===== config.mk =====
export PLATFORM = sky130hd
export DESIGN_NAME = bfp_front
export DESIGN_NICKNAME = d
export VERILOG_FILES = /design/src/hw/rtl/bfp_pkg.sv /design/src/hw/rtl/bfp_front.sv
export SDC_FILE = /design/constraint.sdc
export NUM_CORES = 1
export LEC_CHECK = 0
export BUFFER_PORTS_ARGS = -buffer_cell sky130_fd_sc_hd__buf_4
export CAP_MARGIN = 30
export CORE_MARGIN = 4
export CORE_UTILIZATION = 54
export CTS_BUF_LIST = sky130_fd_sc_hd__clkbuf_2 sky130_fd_sc_hd__clkbuf_4 sky130_fd_sc_hd__clkbuf_8
export DETAILED_ROUTE_END_ITERATION = 12
export PLACE_DENSITY = 0.85
export SYNTH_ARGS = -nofsm -noshare
export SYNTH_HDL_FRONTEND = slang
export SYNTH_SLANG_ARGS = --single-unit

===== constraint.sdc =====
create_clock -name clk -period 6.1 [get_ports clk]
set_input_delay 0.61 -clock clk [delete_from_list [all_inputs] [get_ports clk]]
set_output_delay 0.61 -clock clk [all_outputs]
set_load 0.01 [all_outputs]

===== src/hw/rtl/bfp_pkg.sv =====
// shared types and constants of the bit field packer
package bfp_pkg;

  // bit offset width, wide enough for the largest supported buffer
  localparam int OFF_W = 20;

  // queue depths between the parts
  localparam int CMD_DEPTH = 2;
  localparam int RES_DEPTH = 2;

  // request codes
  localparam logic [1:0] REQ_APPEND = 2'd0;
  localparam logic [1:0] REQ_CLEAR  = 2'd1;
  localparam logic [1:0] REQ_READ   = 2'd2;

  // status codes
  localparam logic [1:0] ST_OK         = 2'd0;
  localparam logic [1:0] ST_ILLEGAL    = 2'd1;
  localparam logic [1:0] ST_OVERFLOW   = 2'd2;
  localparam logic [1:0] ST_READ_RANGE = 2'd3;

  // configuration register indexes
  localparam logic [1:0] CFG_LENGTH_ENABLE     = 2'd0;
  localparam logic [1:0] CFG_LENGTH_FIELD_BYTE = 2'd1;

  // work the back end has to do for one transaction
  typedef enum logic [1:0] {
    CMD_PASS,
    CMD_APPEND,
    CMD_CLEAR,
    CMD_READ
  } cmd_kind_t;

  typedef struct packed {
    cmd_kind_t        kind;
    logic [63:0]      field;
    logic [6:0]       count;
    logic [OFF_W-1:0] off_before;
    logic [OFF_W-1:0] off_after;
    logic [11:0]      read_index;
    logic [12:0]      byte_length;
    logic [1:0]       status;
  } cmd_t;

  typedef struct packed {
    logic [7:0]  read_data;
    logic [12:0] byte_length;
    logic [1:0]  status;
  } res_t;

  typedef enum logic [2:0] {
    B_DISPATCH,
    B_WR1,
    B_PATCH,
    B_PATCH2,
    B_READ
  } back_state_t;

endpackage


===== src/hw/rtl/bfp_front.sv =====
// front end: accepts requests, tracks the bit offset and classifies each transaction
module bfp_front #(
  parameter int BUF_BYTES = 4096
) (
  input  logic          clk,
  input  logic          rst,
  input  logic          push,
  input  logic          cmd_full,
  input  logic [1:0]    req_type,
  input  logic [63:0]   value,
  input  logic [6:0]    bit_count,
  input  logic [5:0]    start_bit,
  input  logic [11:0]   read_index,
  output logic          cmd_push,
  output bfp_pkg::cmd_t cmd
);

  localparam int OW = bfp_pkg::OFF_W;
  localparam logic [OW:0] LIMIT = (OW + 1)'(BUF_BYTES * 8);

  logic [OW-1:0] bit_offset;
  logic [OW-1:0] bit_offset_next;
  logic [7:0]    range_end;
  logic          illegal;
  logic [OW:0]   off_plus;
  logic          overflow;
  logic [OW:0]   used_now;
  logic [OW:0]   used_after;
  logic [63:0]   mask;

  assign cmd_push = push && !cmd_full;

  // classify the request and work out the offset it leaves behind
  always_comb begin
    range_end = {2'b0, start_bit} + {1'b0, bit_count};
    illegal   = (bit_count == '0) || (range_end > 8'd64);
    off_plus  = {1'b0, bit_offset} + (OW + 1)'(bit_count);
    overflow  = off_plus > LIMIT;
    used_now  = ({1'b0, bit_offset} + (OW + 1)'(7)) >> 3;
    mask      = ~(64'hFFFF_FFFF_FFFF_FFFF << bit_count);

    cmd.kind        = bfp_pkg::CMD_PASS;
    cmd.field       = (value >> start_bit) & mask;
    cmd.count       = bit_count;
    cmd.off_before  = bit_offset;
    cmd.off_after   = bit_offset;
    cmd.read_index  = read_index;
    cmd.status      = bfp_pkg::ST_OK;
    bit_offset_next = bit_offset;

    unique case (req_type)
      bfp_pkg::REQ_APPEND: begin
        if (illegal) begin
          cmd.status = bfp_pkg::ST_ILLEGAL;
        end else if (overflow) begin
          cmd.status = bfp_pkg::ST_OVERFLOW;
        end else begin
          cmd.kind        = bfp_pkg::CMD_APPEND;
          cmd.off_after   = off_plus[OW-1:0];
          bit_offset_next = off_plus[OW-1:0];
        end
      end
      bfp_pkg::REQ_CLEAR: begin
        cmd.kind        = bfp_pkg::CMD_CLEAR;
        cmd.off_after   = '0;
        bit_offset_next = '0;
      end
      bfp_pkg::REQ_READ: begin
        if ((OW + 1)'(read_index) < used_now) begin
          cmd.kind = bfp_pkg::CMD_READ;
        end else begin
          cmd.status = bfp_pkg::ST_READ_RANGE;
        end
      end
      default: begin
      end
    endcase

    used_after      = ({1'b0, cmd.off_after} + (OW + 1)'(7)) >> 3;
    cmd.byte_length = used_after[12:0];
  end

  // running bit offset
  always_ff @(posedge clk) begin
    if (rst) begin
      bit_offset <= '0;
    end else if (cmd_push) begin
      bit_offset <= bit_offset_next;
    end
  end

endmodule


; Word-level counts from Yosys, hierarchy flattened
; Index checks and enable logic that the tools add are counted.
[op_classes]
n_lt_le_gt_ge = 3
eq_ne = 2
add_sub_neg = 4
muxes = 11
n_shift = 2
bitwise = 2
reduce_logical = 5
[op_table]
columns = operator, count
row1 = $and A64 B64 Y64, 1
row2 = $not A64 Y64, 1
row3 = $shl A64 B7 Y64 const A, 1
row4 = $shr A64 B6 Y64, 1
row5 = $mux W20, 2
row6 = $pmux W20 S2, 1
row7 = $add A20 B3 Y21 const B, 1
row8 = $add A20 B7 Y21, 1
row9 = $gt A21 B16 Y1 const B, 1
row10 = $lt A12 B18 Y1, 1
row11 = $add A16 B3 Y16 const B, 1
row12 = $add A6 B7 Y8, 1
row13 = $gt A8 B7 Y1 const B, 1
row14 = $mux W2, 4
row15 = $logic_not A7 Y1, 1
row16 = $pmux W2 S3, 1
row17 = $pmux W2 S2, 1
row18 = $eq A2 B1 Y1 const B, 1
row19 = $eq A2 B2 Y1 const B, 1
row20 = $logic_not A2 Y1, 1
row21 = $mux W1, 2
row22 = $logic_and A1 B1 Y1, 1
row23 = $logic_not A1 Y1, 1
row24 = $logic_or A1 B1 Y1, 1
[totals]
wordCells = 30
ff_bits = 20
out_inout_bits = 141
in_bits = 95

; Longest topological paths before layout
[logic_depth]
depth_word = 6
depth_mapped = 19
mapped_depth_nobuf = 15

; Worst setup path after synthesis
; No wires, ideal clock.
[synth_timing]
path_kind = input to output
startpoint = in start_bit[1]
endpoint = out cmd[14] (netlist bit)
path_buffers = 4
arrival_ps = 4921
t_required_ps = 5490
stages = 18
setup_slack_ps = 569
path_cell_list = clkbuf_1 > inv_1 > clkbuf_1 > fa_1 > and2b_1 > o31ai_1 > a21oi_1 > xnor2_1 > a221o_1 > or2_2 > clkbuf_2 > nor3_4 > a21oi_1 > or4_1 > buf_2 > nor4b_4 > nand4_1 > xnor2_1
[synth_lines]
columns = element, line
row1 = "start, declared", bfp_front.sv:12  ; input logic [5:0] start_bit,
row2 = "end, declared", bfp_front.sv:15  ; output bfp_pkg::cmd_t cmd

==> results.json <==
{
  "outcome": "complete, no violations",
  "cts_htree_levels": 1,
  "io_pins": 236,
  "crit_type": "input pin to primary output",
  "cp_data_arrival_time_ns": 5.11,
  "cts_buffers": 3,
  "setup_viol": 0,
  "synthesis.area_sq_um": 7254,
  "core-area_sq_um": 13190,
  "ys.flop_type": "dfxtp_1",
  "final_util": 0.6816,
  "gp_congestion": 0.9994,
  "hold_viol_final": 0,
  "grt_max_degree": 76,
  "fin_crit_ns": 5.719,
  "r2r_end": "bit_offset[8]",
  "path_clk_slew_ns": 0.09,
  "cp_max_fo": 13,
  "top_usage_layer": "met2",
  "synthToLayoutAreaGrowth_pct": 23.92,
  "die_w_um": 123.9,
  "powerDensity_nw_per_um2": 130.1,
  "cp_num_buf_inv": 4,
  "clockBufferDepth": 2,
  "netlist_instances": 962,
  "setup_tns_ns": 0,
  "fin_nets": 1241,
  "yosysWarnings": 0,
  "first_iter_violations": 1145,
  "grt_pass1_wl_mm": 43.78,
  "syn_avg_cell_area_sq_um": 7.541,
  "synthTopCellsByCount": "nor2_1 (135), nand2_1 (80), mux2i_1 (65), a21oi_1 (61), clkbuf_1 (61)",
  "worstHoldStart": "bit_offset[16]",
  "async_flop_share": 0,
  "synthesis.nets": 1083,
  "dpl.hpwl_mm": 22.73,
  "slew-limit-headroom": 0.3147,
  "maxCapViolations": 0,
  "drc": 0,
  "fin_crit_sh": 0.9376,
  "grt_use_met1": 0.4711,
  "die_h_um": 123.9,
  "rr_startpoint": "bit_offset[0]",
  "reg_top3": "bit_offset: 20 flops",
  "yosysMostFrequentCell": "nor2_1",
  "synth_xor_area_frac": 0.03725,
  "synth_top_area_cell": "mux4_2",
  "final_area_sq_um": 8990,
  "cp_cell_sequence": "buf_4 > ha_1 > inv_1 > fa_1 > nand2b_1 > a21bo_2 > a21boi_1 > o2111ai_1 > a2111oi_4 > a21boi_2 > nor3_4 > a21oi_1 > or4_1 > nor4b_4 > buf_4 > nand4_1 > xnor2_1 > buf_4",
  "top_register": "bit_offset",
  "grtUsageMet2": 0.5921,
  "crit_required_ns": 5.49,
  "critPathSlowestCell": "or4_1",
  "routed_via_density": 6.760,
  "antenna_left": 0,
  "hold_depth": 1,
  "slew_violations": 0,
  "met3_usage": 0.05268,
  "synthSimpleGateAreaFrac": 0.2166,
  "drt-total-wl_mm": 28.58,
  "synth_compound_area_frac": 0.2390,
  "num_rows": 42,
  "min_path_type": "flop to flop",
  "p_total_w": 0.001169,
  "track_usage": 0.3606,
  "antenna_found_initial": 0,
  "r2r_setup_slack_ns": 1.56,
  "r2r_cells": 14,
  "cts_root_buf": "clkbuf_8",
  "grt_overflow": 0,
  "die_area_sq_um": 15350,
  "fin_cells": 1295,
  "yosysTopAreaCellShare": 0.1552,
  "worst_path_most_repeated_cell": "buf_4",
  "synth.area.mux_share": 0.3318,
  "synth_seq_cells": 20,
  "dp.cells": 1290,
  "ir_worst_vdd_mv": 0.08698,
  "max_freq_mhz": 174.8,
  "wl_per_cell_um": 22.07,
  "synth_cell_types": 77,
  "clk_latency_ns": 0.27,
  "p_leak_nw": 3.900,
  "firstDrtPassIters": 8,
  "synth_top_family_by_area": "multiplexers",
  "io_buffers": 235,
  "synth-edff-count": 0,
  "n_antenna_cell": 0,
  "endpoint_kind": "primary output",
  "synth_area_leaders": "mux4_2 (16%), mux2i_1 (9.0%), mux2_2 (8.7%)",
  "worstMarginPinSlew_ns": 1.026,
  "initial_utilization": 0.5500,
  "largest_reg_flops": 20,
  "ys_seq_area_frac": 0.05519,
  "grt_setup_unrepaired": "false",
  "post_dp_cell_area_sq_um": 8911,
  "drive_gt1_frac": 0.3476,
  "fin_skew_ns": 0.003655,
  "route.vias.total": 8754,
  "worstHoldEndpoint": "bit_offset[16]",
  "synthAdderAreaFrac": 0.04691,
  "max_stage_delay_ns": 0.67,
  "grt_pass1_vias": 8169,
  "cts_tree": "yes",
  "critPathLaunchType": "input pin",
  "cts_hold_buffers": 0,
  "cts.sinks": 20,
  "crit_family": "simple AND/OR/NAND/NOR gates"
}
-- timing repair --
action                     in CTS  in global routing
setup endpoints to repair       0                  6
buffers inserted                0                  1
gates resized for setup         0                  0
-- worst register-to-register path, stage by stage (launching register included) --
cell and delay (ns):
dfxtp_1 0.45, ha_1 0.23, inv_1 0.06, fa_1 0.39, nand2b_1 0.20, a21bo_2 0.22
a21boi_1 0.33, o2111ai_1 0.24, a2111oi_4 0.44, a21boi_2 0.20, nor2_1 0.59, nand2_1 0.31
o31ai_1 0.56, nor2_1 0.08, nor3_1 0.17
-- stage by stage --
| stage | worst slack, ns | hold slack, ns |
|---|---|---|
| floorplan | 0.5686 | 0.5210 |
| global placement | 0.4396 | 0.4988 |
| detailed placement | 0.2852 | 0.5158 |
| CTS | 0.2743 | 0.5305 |
| global route | 0.03166 | 0.5441 |
| finish | 0.3805 | 0.5293 |
-- placed cells by master, fill, tap and decap left out, types with 11 or more instances in the layout --
| cell | Yosys | final |
|---|---|---|
| and2_1 | 15 | 15 |
| nand2_1 | 80 | 80 |
| mux4_2 | 50 | 50 |
| xor2_1 | 12 | 12 |
| xnor2_1 | 17 | 17 |
| a21oi_1 | 61 | 61 |
| nor3_1 | 41 | 41 |
| ha_1 | 24 | 24 |
| inv_1 | 19 | 19 |
| mux2i_1 | 65 | 65 |
| o21a_1 | 12 | 12 |
| a221oi_1 | 14 | 14 |
| dfxtp_1 | 20 | 20 |
| nand3_1 | 11 | 11 |
| o21ai_0 | 56 | 56 |
| nor2_1 | 135 | 135 |
| a211oi_1 | 33 | 33 |
| buf_4 | 19 | 252 |
| mux2_2 | 56 | 56 |
-- power breakdown --
part,switching (W),leakage [nW],internal (W)
Clock,0.0000559,0.0357,0.0000879
Sequential,0.0000130,0.164,0.000137
Combinational,0.000487,3.70,0.000388
-- logic make-up after synthesis --
family,Yosys count
AO/OA/AOI/OAI,255
flip-flops,20
XOR/XNOR,30
adder cells (fa/ha/maj),26
AND/OR/NAND/NOR,339
multiplexers,171
buffers and inverters,121
-- layer usage --
metal | share of wire | wire, um
met1 | 0.38 | 10860
met2 | 0.45 | 12960
met3 | 0.11 | 3266
met4 | 0.052 | 1491
met5 | 0 | 0
-- cell type report --
cell class | instances | area [sq um]
Multi-Input combinational cell | 821 | 6324
Tap cell | 176 | 220.2
Sequential cell | 20 | 400.4
Inverter | 22 | 82.58
Clock buffer | 3 | 41.29
Timing Repair Buffer | 252 | 1892
Fill cell | 1134 | 4200
Clock inverter | 1 | 30.03
-- worst max path at each step --
stage	end	cells past startpoint	startpoint	slack [ns]
floorplan	cmd[14]	18	start_bit[1]	0.57
global placement	cmd[10]	17	bit_count[0]	0.44
detailed placement	cmd[10]	17	bit_count[0]	0.29
CTS	cmd[10]	17	bit_count[0]	0.27
global route	cmd[14]	18	bit_count[0]	0.03
finish	cmd[14]	18	bit_count[0]	0.38
Note: power is estimated with default switching activity, not from simulation.
