**src/hw/rtl/bfp_fifo.sv**
```systemverilog
// small first-in first-out queue of register entries
module bfp_fifo #(
  parameter int WIDTH = 8,
  parameter int DEPTH = 2
) (
  input  logic             clk,
  input  logic             rst,
  input  logic             push,
  output logic             full,
  input  logic [WIDTH-1:0] wdata,
  input  logic             pop,
  output logic             empty,
  output logic [WIDTH-1:0] rdata
);

  localparam int AW = (DEPTH > 1) ? $clog2(DEPTH) : 1;
  localparam int CW = $clog2(DEPTH + 1);

  logic [WIDTH-1:0] mem [DEPTH];
  logic [AW-1:0]    wp;
  logic [AW-1:0]    rp;
  logic [CW-1:0]    cnt;
  logic             do_push;
  logic             do_pop;

  assign full    = (cnt == CW'(DEPTH));
  assign empty   = (cnt == '0);
  assign do_push = push && !full;
  assign do_pop  = pop && !empty;
  assign rdata   = mem[rp];

  // pointers and fill count
  always_ff @(posedge clk) begin
    if (rst) begin
      wp  <= '0;
      rp  <= '0;
      cnt <= '0;
    end else begin
      if (do_push) begin
        wp <= (wp == AW'(DEPTH - 1)) ? '0 : wp + 1'b1;
      end
      if (do_pop) begin
        rp <= (rp == AW'(DEPTH - 1)) ? '0 : rp + 1'b1;
      end
      if (do_push && !do_pop) begin
        cnt <= cnt + 1'b1;
      end else if (do_pop && !do_push) begin
        cnt <= cnt - 1'b1;
      end
    end
  end

  // entry storage
  always_ff @(posedge clk) begin
    if (do_push) begin
      mem[wp] <= wdata;
    end
  end

endmodule

```
**config.mk**
```make
export PLATFORM = sky130hd
export DESIGN_NAME = bfp_fifo
export DESIGN_NICKNAME = d
export VERILOG_FILES = /design/src/hw/rtl/bfp_fifo.sv
export SDC_FILE = /design/constraint.sdc
export NUM_CORES = 1
export LEC_CHECK = 0
export BUFFER_PORTS_ARGS = -buffer_cell sky130_fd_sc_hd__buf_4
export CAP_MARGIN = 20
export CORE_ASPECT_RATIO = 0.8
export CORE_MARGIN = 2
export CORE_UTILIZATION = 44
export DETAILED_ROUTE_END_ITERATION = 10
export PLACE_DENSITY = 0.78
export SYNTH_ARGS = -nofsm -noshare
export SYNTH_HDL_FRONTEND = slang
export SYNTH_SLANG_ARGS = --single-unit
```
**constraint.sdc**
```tcl
create_clock -name clk -period 1.5 [get_ports clk]
set_clock_uncertainty 0.05 [all_clocks]
set_input_delay 0.225 -clock clk [delete_from_list [all_inputs] [get_ports clk]]
set_output_delay 0.225 -clock clk [all_outputs]
set_load 0.005 [all_outputs]
```
Yosys cells after proc, flatten, opt, wreduce, memory -nomap -nowiden --
Memories as Yosys holds them, arrays and structs flattened. A register that Yosys moved wholly into a read port is not among the register bits. Index checks and enable logic that the tools add are counted.
Cells by class: add/subtract/negate cells 4, reduce and logical (&&, ||, !) cells 10, muxes and demuxes 8, equality and inequality tests 1
Operators by type and width (count):
- two-way mux 1 bit | 6
- logical AND 1 bit | 4
- logical NOT 1 bit | 4
- two-way mux 2 bit | 2
- adder 1 bit (second input constant) | 2
- adder 2 x 1 -> 2 bit (second input constant) | 1
- equality test 2 bit (second input constant) | 1
- logical NOT 2 bit | 1
- nonzero test 2 bit | 1
- subtractor 2 x 1 -> 2 bit (second input constant) | 1
Storage, ports and cells: register bits 4, logic and storage cells 27, memories 1, input port bits 12, RAM bits 16, output and inout bits 10
Memory list:
- mem | depth 2, bits a word 8, read ports 1, clocked after Yosys merged registers in 1, write ports 1, line 19 | logic [WIDTH-1:0] mem [DEPTH];

Logic depth before layout (Yosys ltp) --
Gate-level depths: netlist of run 1.
depth after elaboration 7, gate-level depth with buffers 6, gate-level depth less buffers 6

Worst setup path after synthesis of run 1 --
No wires, ideal clock.
path kind flip-flop to flip-flop, start register cnt[0], end register cnt[1], library setup time 70 ps, path slack -5 ps, stages on the path, launching flop included 5, clock period less this slack 1505 ps, arrival time 1386 ps, buffers on the path 0, required time 1380 ps, cells stage by stage dfxtp_1 o21ai_0 ha_1 or3_1 a21oi_1
On the way: word-level cells in the longest chain between the ends 6, elaborated cells between the ends (all ways) 15, those cells by class add/sub: 2; eq/ne: 1; mux: 2; reduce/logical: 10
RTL lines:
- from (decl) | line 22 | logic [CW-1:0] cnt;
- from (signal assigned) | line 46 | cnt <= cnt + 1'b1;
- from (signal assigned) | line 48 | cnt <= cnt - 1'b1;
- equality test 2 bit or logical NOT 2 bit (tied branches) | line 26, 27
- logical NOT 1 bit, on equally long branches | line 28, 29
- logical AND 1 bit, on equally long branches | line 28, 29
- logical NOT 1 bit, on equally long branches | line 47, 45
- logical AND 1 bit, on equally long branches | line 47, 45
- nonzero test 2 bit (no source line) or two-way mux 2 bit (tied branches)
Parallel ways exist; a longest one is shown, timed or not. The select of a mux whose other input is x is not followed. A chain may end at the register's enable or synchronous reset.

==> metrics.md, run 1 <==
| Metric | Value |
|---|---|
| Tmin final | `1.46 ns` |
| Initial antenna violation count | `0` |
| Post-route DRC | `0` |
| PortBufs | `21` |
| Hold_buf cts | `0` |
| Final Max Slew Viols | `0` |
| Vias in the first global route | `430` |
| Inst Count DP | `98` |
| Cell area after synthesis | `793 um^2` |
| Maximum VDD drop | `0.00116 V` |
| Pin count of the biggest net entering global routing | `12` |
| Total congestion overflow | `0` |
| MaxCap Viol Count | `0` |
| Clock Path Buffers | `2` |
| RSZ-0062 raised after global routing | `yes` |
| Startpoint Class | `flip-flop` |
| Final Non-Filler Cells | `104` |
| Row count | `13` |
| Total power | `0.00169 W` |
| Layout cells sized above 1 | `56.1%` |
| CTS buffer count | `3` |
| Commonest cells in the synthesized netlist | `edfxtp_1, mux2_2, dfxtp_1, nor2_1` |
| Yosys warns | `0` |
| Full die area | `0.00216 mm^2` |
| Status | `complete, no violations` |
| Fin util | `64.9%` |
| CTS root buf | `clkbuf_4` |
| Most frequent cell after synthesis | `edfxtp_1` |
| Clk_lat worst skew | `0.28 ns` |
| Yosys reg bits | `21` |
| Die height | `42.0 um` |
| Worst Setup End Kind | `output port` |
| Setup violations, final | `0` |
| Final Cell Area | `0.00108 mm^2` |
| Fmax | `686 MHz` |
| Total core area | `0.00166 mm^2` |
| 1st-iter DRT viols | `7` |
| Sink Count | `21` |
| Final Routed Wirelength | `1180 um` |
| Final ANT Viol Nets | `0` |
| Pleak | `0.439 nW` |
| Synth top area share | `60.6%` |
| H-Tree Depth | `1` |
| First drt pass iteration count | `4` |
| R2R Setup Slk | `0.06 ns` |
| Power Density | `1570 mW/mm^2` |
| Slew HR | `86.4%` |
| Post-synthesis async set-or-reset flop share | `0%` |
| WL/cell | `11.4 um` |
| Via density | `4.75` |
| Critical Path AT | `1.18 ns` |
| Filler cells | `145` |
| Primary FF master, synth | `edfxtp_1` |
| Fin. Hold Viols | `0` |
| Number of synthesized flops with an enable pin | `16` |
| Syn Inst Count | `50` |
| Top cells by area, synth | `edfxtp_1, dfxtp_1, mux2_2` |
| Cell variety after synth | `13` |
| Die width | `51.5 um` |
| Yosys top cell by area | `edfxtp_1` |
| DP Area | `0.00102 mm^2` |
| Critical Path RT | `1.22 ns` |
| Period utilisation layout | `97.2%` |
| Post-synthesis sequential area ratio | `73.2%` |
| Clk slew on worst S/H paths | `0.10 ns` |
| RD Place Congestion | `0.676` |
| Hold slack | `0.0670 ns` |
| CTS tree | `done` |
| Post-synth net total | `63` |
| Worst hold path class | `input port to flip-flop` |
| Detail Placement HPWL | `873 um` |
| GRT Total Usage | `11.9%` |
| Synth-to-Final Area Change | `35.8%` |
| Syn avg cell area | `15.9 um^2` |
| Routed vias | `494` |
| Initial core utilization | `47.8%` |
| Boundary pin count | `22` |
| Diode count | `0` |
| First-pass GRT wire length | `1880 um` |
| Crit-path max FO | `8` |
| Nets | `96` |
| Slew @ Worst Pin | `0.202 ns` |
| Setup CP Type | `flip-flop to output port` |
layer usage:
metal  wire length, um  global-route usage (%)
met5                 0                       0
met4                 0                    3.16
met3                91                    3.93
met2               570                    16.9
met1               519                    17.4
final timing paths:
check             startpoint  endpoint  cells after the start
hold / removal           rst    cnt[1]                      2
hold reg to reg           wp        wp                      2
setup / recovery   flip-flop  rdata[3]                      2
setup reg to reg      cnt[1]    cnt[1]                      6
kinds of logic (layout without fill, tap and decap cells):
logic type / Yosys count / count (layout) / synth area share [%]
buf+inv: 3 / 35 / 1.58
xor+xnor: 3 / 3 / 3.31
flops: 21 / 21 / 73.2
simple gates: 9 / 9 / 5.84
mux: 8 / 8 / 11.4
compound gates: 5 / 5 / 3.15
fa+ha+maj: 1 / 1 / 1.58
critical path: stages, from the launching register on:
cell	delay, ns
dfxtp_4	0.42
mux2_2	0.35
buf_4	0.13
stage by stage:
stage,worst slack [ns],setup TNS [ns]
finish,0.0416,0
global route,-0.0105,-0.0493
CTS,0.0116,0
detailed placement,-0.0184,-0.0184
global placement,0.0435,0
floorplan,0.00976,0
flip-flops by register name, indices dropped and copies added (netlist names), named ones only:
register	cells
cnt	2
rp	1
wp	1
mem	16
report_power, final:
group / leakage [nW] / internal (W) / switching, W
registers: 0.192 / 0.000753 / 0.0000706
clock network: 0.0150 / 0.000103 / 0.000142
logic: 0.232 / 0.000387 / 0.000236
final cells by class:
type | instances | area (um^2) | share of cell area (%)
timing repair buffer | 29 | 218 | 20.2
clock buffer | 4 | 26.3 | 2.44
sequential | 21 | 587 | 54.5
tap | 22 | 27.5 | 2.56
multi-input combinational | 26 | 211 | 19.6
inverter | 2 | 7.51 | 0.697
timing repair:
action                     4_1_cts  5_1_grt
setup endpoints to repair        9        7
setup buffers                    2        0
pin swaps                        1        3
resized for setup                3        3
placed cells by master (no fill, tap or decap), drive strengths merged, types with 2 or more instances in the layout:
cell type,n
xor2,3
o21ai,3
a21oi,2
dfxtp,5
buf,29
clkbuf,4
inv,2
edfxtp,16
mux2,8
nor2,5
or3,2
Note: power is estimated with default switching activity, not from simulation.
==> run 2: changes to the inputs <==
--- a/config.mk
+++ b/config.mk
@@ -9,9 +9,10 @@
 export CAP_MARGIN = 20
 export CORE_ASPECT_RATIO = 0.8
 export CORE_MARGIN = 2
-export CORE_UTILIZATION = 44
+export CORE_UTILIZATION = 47
+export CTS_BUF_LIST = sky130_fd_sc_hd__clkbuf_8
 export DETAILED_ROUTE_END_ITERATION = 10
-export PLACE_DENSITY = 0.78
+export PLACE_DENSITY = 0.82
 export SYNTH_ARGS = -nofsm -noshare
 export SYNTH_HDL_FRONTEND = slang
 export SYNTH_SLANG_ARGS = --single-unit
==> run 2 against run 1 <==
Wire length increased by 14%. Largest power group unchanged. First-iteration DRC count decreased by 71%. Global-route usage increased by 2.2 points. Critical path depth increased by 3. Sequential power about the same. Total power increased by 7.9%. Core utilization increased by 3.4 points.
==> metrics.md, run 2 (synthesis gave the netlist of run 1 again) <==
| Metric | Value |
|---|---|
| Leading cell type in the layout, fill and taps excluded | `buf_4` |
| Critical Path AT | `1.39 ns (+0.21 ns)` |
| Regs by FF count | `mem x16, cnt x2` |
| Clock power frac | `19.1% (+4.6 points)` |
| Vias in the first global route | `426 (-0.93%)` |
| Clk_lat worst skew | `0.25 ns (-0.03 ns)` |
| Full die area | `0.00203 mm^2 (-5.8%)` |
| Initial antenna violation count | `0 (unchanged)` |
| Boundary pin count | `22 (unchanged)` |
| Routed vias | `496 (+0.40%)` |
| Worst hold path class | `input port to flip-flop` |
| GRT Total Usage | `14.0% (+2.2 points)` |
| Worst flop-to-flop path startpoint | `cnt[1]` |
| Row count | `13 (unchanged)` |
| Max reg flops | `16 (unchanged)` |
| Fin util | `68.3% (+3.4 points)` |
| Total congestion overflow | `0 (unchanged)` |
| Tmin final | `1.46 ns (+0.00481 ns)` |
| Hold Crit Start | `wdata[6]` |
| Comb power frac | `35.7% (-1.1 points)` |
| Inst Count DP | `96 (-2.0%)` |
| Pleak | `0.448 nW (+2.1%)` |
| Reg2Reg Capture Point | `mem[0][3]` |
| Final Max Slew Viols | `0 (unchanged)` |
| Worst R2R Path Depth | `5 (-1)` |
| Layout cells sized above 1 | `55.6% (-0.54 points)` |
| Post-route DRC | `0 (unchanged)` |
| Nets | `95 (-1.0%)` |
| Setup CP Type | `flip-flop to flip-flop` |
| RSZ-0062 raised after global routing | `yes` |
| WL/cell | `13.1 um (+16%)` |
| Period utilisation layout | `97.5% (+0.32 points)` |
| Sink Count | `21 (unchanged)` |
| Fin. Hold Viols | `0 (unchanged)` |
| Sw power | `0.000483 W (+7.5%)` |
| Synth-to-Final Area Change | `38.6%` |
| Startpoint Class | `flip-flop` |
| Total core area | `0.00161 mm^2 (-2.9%)` |
| Most frequent cells in the layout | `buf_4, edfxtp_1, mux2_2` |
| Clk slew on worst S/H paths | `0.07 ns (-0.03 ns)` |
| Power Density | `1660 mW/mm^2 (+5.7%)` |
| Sw frac | `26.4% (-0.10 points)` |
| Diode count | `0 (unchanged)` |
| Maximum VDD drop | `0.00110 V (-5.6%)` |
| 1st-iter DRT viols | `2 (-5)` |
| Total power | `0.00183 W (+7.9%)` |
| Via density | `4.82 (+1.4%)` |
| Hold Crit Depth | `1 (-1)` |
| H-Tree Depth | `1 (unchanged)` |
| Pin count of the biggest net entering global routing | `13 (+1)` |
| Setup slack after layout | `0.0368 ns (-0.00481 ns)` |
| WHS Endpoint | `mem[0][6]` |
| Clock Path Buffers | `2 (unchanged)` |
| Seq pwr share | `45.2% (-3.5 points)` |
| Slew HR | `74.0% (-12 points)` |
| Most flops, register | `mem` |
| R2R Setup Slk | `0.04 ns (-0.02 ns)` |
| Detail Placement HPWL | `955 um (+9.5%)` |
| Critical Path RT | `1.42 ns (+0.20 ns)` |
| Status | `complete, no violations` |
| Final Routed Wirelength | `1350 um (+14%)` |
| MaxCap Viol Count | `0 (unchanged)` |
| CTS buffer count | `3 (unchanged)` |
| First-pass GRT wire length | `1900 um (+1.5%)` |
| Slew @ Worst Pin | `0.390 ns (+0.188 ns)` |
| RD Place Congestion | `0.681 (+0.78%)` |
| CTS root buf | `clkbuf_8` |
| Pint | `0.00134 W (+8.0%)` |
| Pre-CTS WS | `-0.0480 ns (-0.0296 ns)` |
| Setup violations, final | `0 (unchanged)` |
| First drt pass iteration count | `3 (-1)` |
| Die height | `40.7 um (-2.9%)` |
| CTS tree | `done` |
| Die width | `49.9 um (-3.0%)` |
| Worst Setup End Kind | `flip-flop` |
| Final ANT Viol Nets | `0 (unchanged)` |
| Fmax | `683 MHz (-0.33%)` |
| Final Non-Filler Cells | `103 (-0.96%)` |
| Crit-path max FO | `8 (unchanged)` |
| PortBufs | `21 (unchanged)` |
| Initial core utilization | `49.3% (+1.4 points)` |
==> run 2: timing repair <==
action                                 4_1_cts  5_1_grt
endpoints found under the hold margin        0        0
pin swaps                                    1        2
setup endpoints to repair                    9        8
hold buffers                                 0        0
setup buffers                                2        1
resized for setup                            2        3
==> run 2: final cells by class <==
cell class	count	area, um^2
flip-flops and latches	21	587
fillers	123	510
repair buffers	28	223
multi-input cells	26	209
clock buffers	3	41.3
well taps	22	27.5
inverters	2	7.51
clock inverters	1	5.00
==> run 2: power groups by stage <==
stage / logic (W) / clock network, W / registers (W)
finish: 0.000651 / 0.000350 / 0.000825
global route: 0.000712 / 0.000385 / 0.000840
CTS: 0.000632 / 0.000360 / 0.000822
detailed placement: 0.000591 / 0 / 0.000829
global placement: 0.000567 / 0 / 0.000820
floorplan: 0.000312 / 0 / 0.000797
==> run 2: worst max-delay path: stages, from the launching register on <==
cell and delay, ns:
dfxtp_2 0.33, nor2b_4 0.12, buf_4 0.12, or3_1 0.32
inv_1 0.11, buf_12 0.13
==> run 2: layer usage <==
metal  wire length [um]  track usage (%)
met4                  0             8.33
met2                724             24.3
met1                544             16.3
met5                  0                0
met3                 84             4.01
==> run 2: stage by stage <==
step	hold WS [ns]	TNS, ns	cell area (um^2)
after detailed placement	0.363	-0.0480	1020
after floorplan	0.244	0	798
after CTS	0.0997	0	1080
after global placement	0.361	0	1020
after global routing	0.0931	-0.0149	1100
final	0.107	0	1100
==> run 2: worst max path at each step <==
stage / cells past startpoint / slack, ns / to / startpoint
2_1_floorplan: 4 / 0.01 / cnt[1] / cnt[0]
3_3_place_gp: 5 / 0.05 / cnt[1] / cnt[1]
3_5_place_dp: 5 / -0.05 / cnt[1] / cnt[1]
4_1_cts: 5 / 0.003 / cnt[1] / cnt[1]
5_1_grt: 6 / -0.01 / cnt[1] / cnt[1]
6_report: 5 / 0.04 / mem[0][3] / cnt[1]
==> run 3: changes to the inputs <==
--- a/config.mk
+++ b/config.mk
@@ -10,7 +10,7 @@
 export CORE_ASPECT_RATIO = 0.8
 export CORE_MARGIN = 2
 export CORE_UTILIZATION = 47
-export CTS_BUF_LIST = sky130_fd_sc_hd__clkbuf_8
+export CTS_BUF_LIST = sky130_fd_sc_hd__clkbuf_4
 export DETAILED_ROUTE_END_ITERATION = 10
 export PLACE_DENSITY = 0.82
 export SYNTH_ARGS = -nofsm -noshare
==> run 3 against run 2 <==
Critical path depth is 3 lower. Worst setup slack worse by 0.012 ns. Core utilization is 1.4 points lower. Hold slack worse by 0.057 ns. Final area is 2.0% lower. Via count is 2.0% lower. Largest power group unchanged.
==> metrics.md, run 3 (synthesis gave the netlist of run 1 again) <==
| Metric | Value |
|---|---|
| Status | `complete, no violations` |
| CTS root buf | `clkbuf_4` |
| Clk slew on worst S/H paths | `0.11 ns (+0.04 ns)` |
| Seq pwr share | `48.0% (+2.8 points)` |
| Pleak | `0.437 nW (-2.5%)` |
| Detail Placement HPWL | `955 um (unchanged)` |
| First-pass GRT wire length | `1840 um (-3.3%)` |
| Startpoint Class | `flip-flop` |
| Tmin final | `1.47 ns (+0.0116 ns)` |
| Vias in the first global route | `419 (-1.6%)` |
| Critical Path RT | `1.22 ns (-0.20 ns)` |
| Nets | `94 (-1.1%)` |
| H-Tree Depth | `1 (unchanged)` |
| Clk_lat worst skew | `0.30 ns (+0.05 ns)` |
| Slew @ Worst Pin | `0.364 ns (-0.0263 ns)` |
| Inst Count DP | `96 (unchanged)` |
| CTS buffer count | `3 (unchanged)` |
| Initial core utilization | `49.3% (unchanged)` |
| Period utilisation layout | `98.3% (+0.78 points)` |
| Clock Path Buffers | `2 (unchanged)` |
| Die height | `40.7 um (unchanged)` |
| Leading cell type in the layout, fill and taps excluded | `buf_4` |
| PortBufs | `21 (unchanged)` |
| Sink Count | `21 (unchanged)` |
| Layout cells sized above 1 | `56.3% (+0.69 points)` |
| Worst hold path class | `input port to flip-flop` |
| Pin count of the biggest net entering global routing | `13 (unchanged)` |
| Row count | `13 (unchanged)` |
| Most frequent cells in the layout | `buf_4, edfxtp_1, mux2_2` |
| Gr busiest metal | `met2` |
| Boundary pin count | `22 (unchanged)` |
| Critical Path Slowest Stage Cell | `dfxtp_4` |
| WP buf/inv | `1 (-2)` |
| Via density | `4.76 (-1.1%)` |
| Crit-path max FO | `8 (unchanged)` |
| Die width | `49.9 um (unchanged)` |
| Sw frac | `27.4% (+0.95 points)` |
| Setup CP Type | `flip-flop to output port` |
| Worst Setup End Kind | `output port` |
| Setup slack after layout | `0.0251 ns (-0.0116 ns)` |
| Final Non-Filler Cells | `102 (-0.97%)` |
| GR Layer Usage met3 | `4.01% (unchanged)` |
| Final Routed Wirelength | `1290 um (-4.4%)` |
| Max reg flops | `16 (unchanged)` |
| Comb power frac | `36.9% (+1.2 points)` |
| RD Place Congestion | `0.681 (unchanged)` |
| Synth-to-Final Area Change | `35.8%` |
| Power Density | `1600 mW/mm^2 (-3.7%)` |
| GRT Total Usage | `13.5% (-0.51 points)` |
| Fin. Hold Viols | `0 (unchanged)` |
| Hold_buf cts | `0 (unchanged)` |
| Critical Path AT | `1.20 ns (-0.19 ns)` |
| Full die area | `0.00203 mm^2 (unchanged)` |
| Sw power | `0.000471 W (-2.3%)` |
| Pint | `0.00125 W (-6.9%)` |
| Setup TNS Final | `0 ns (unchanged)` |
| Regs by FF count | `mem x16, cnt x2` |
| Final ANT Viol Nets | `0 (unchanged)` |
| WL/cell | `12.7 um (-3.5%)` |
| CTS tree | `done` |
| Maximum VDD drop | `0.000876 V (-20%)` |
| First drt pass iteration count | `4 (+1)` |
| GR Util met1 | `15.2% (-1.2 points)` |
| Pre-CTS WS | `-0.0480 ns (unchanged)` |
| Setup violations, final | `0 (unchanged)` |
| Fmax | `678 MHz (-0.79%)` |
| Critical Path, Cell by Cell | `mux2_2, buf_4` |
| Slew HR | `75.8% (+1.8 points)` |
| Total core area | `0.00161 mm^2 (unchanged)` |
| RSZ-0062 raised after global routing | `yes` |
| Clock power frac | `15.1% (-4.0 points)` |
| 1st-iter DRT viols | `6 (+4)` |
| Filler cells | `132 (+7.3%)` |
| Diode count | `0 (unchanged)` |
| Initial antenna violation count | `0 (unchanged)` |
| Met2 usage | `24.0% (-0.33 points)` |
| Final Max Slew Viols | `0 (unchanged)` |
| CP max stage delay | `0.42 ns (+0.09 ns)` |
| Most flops, register | `mem` |
| Routed vias | `486 (-2.0%)` |
| MaxCap Viol Count | `0 (unchanged)` |
| Total congestion overflow | `0 (unchanged)` |
| Crit path max-delay family | `flip-flops` |
| Post-route DRC | `0 (unchanged)` |
[run 3: changes by cell type in the layout (fill, tap and decap cells not counted), sizes merged]
cell,before,now
buf,28,27
[run 3: path summary, 6_finish.rpt]
check / from / cells after the start / to / slack, ns
hold / removal: rst / 2 / cnt[1] / 0.05
setup reg to reg: cnt[1] / 5 / mem[0][7] / 0.04
hold reg to reg: wp / 2 / wp / 0.45
setup / recovery: flip-flop / 2 / rdata[4] / 0.03
[run 3: worst reg2reg max path, delay by kind of cell, from the launching register on]
family	cells	cell delay (ns)
buffers and inverters	3	0.33
DFF	1	0.35
and+or+nand+nor	2	0.47
[run 3: routing by layer]
layer / wire length (um) / part of all wire [%]
met2: 676 / 52
met1: 500 / 39
met4: 20 / 1.5
met5: 0 / 0
met3: 94 / 7.3
[run 3: area by class of cell]
class	count	area (um^2)	area share [%]
Clock buffer	3	22.5	2.09
Clock inverter	1	5.00	0.465
Inverter	2	7.51	0.697
Multi-Input combinational cell	26	213	19.7
Sequential cell	21	587	54.5
Tap cell	22	27.5	2.56
Timing Repair Buffer	27	215	20.0
[run 3: per-stage QoR]
stage	cell area, um^2	power (W)	utilization [%]	hold slack, ns
final	1080	0.00172	66.9	0.0504
after CTS	1070	0.00172	66.4	0.0427
after global routing	1080	0.00183	66.9	0.0379
after detailed placement	1020	0.00142	63.4	0.363
after floorplan	798	0.00111	-	0.244
after global placement	1020	0.00139	63.4	0.361
[run 3: what timing repair did]
item,CTS,global route
hold endpoints to repair,0,0
resized for setup,3,4
setup endpoints to repair,9,17
cloned,0,0
pin swaps,1,2
setup buffers,2,0
[run 3: power groups by stage]
| stage | registers, W | clock network [W] | logic, W |
|---|---|---|---|
| after detailed placement | 0.000829 | 0 | 0.000591 |
| final | 0.000827 | 0.000259 | 0.000636 |
| after CTS | 0.000825 | 0.000270 | 0.000629 |
| after floorplan | 0.000797 | 0 | 0.000312 |
| after global routing | 0.000841 | 0.000286 | 0.000700 |
| after global placement | 0.000820 | 0 | 0.000567 |
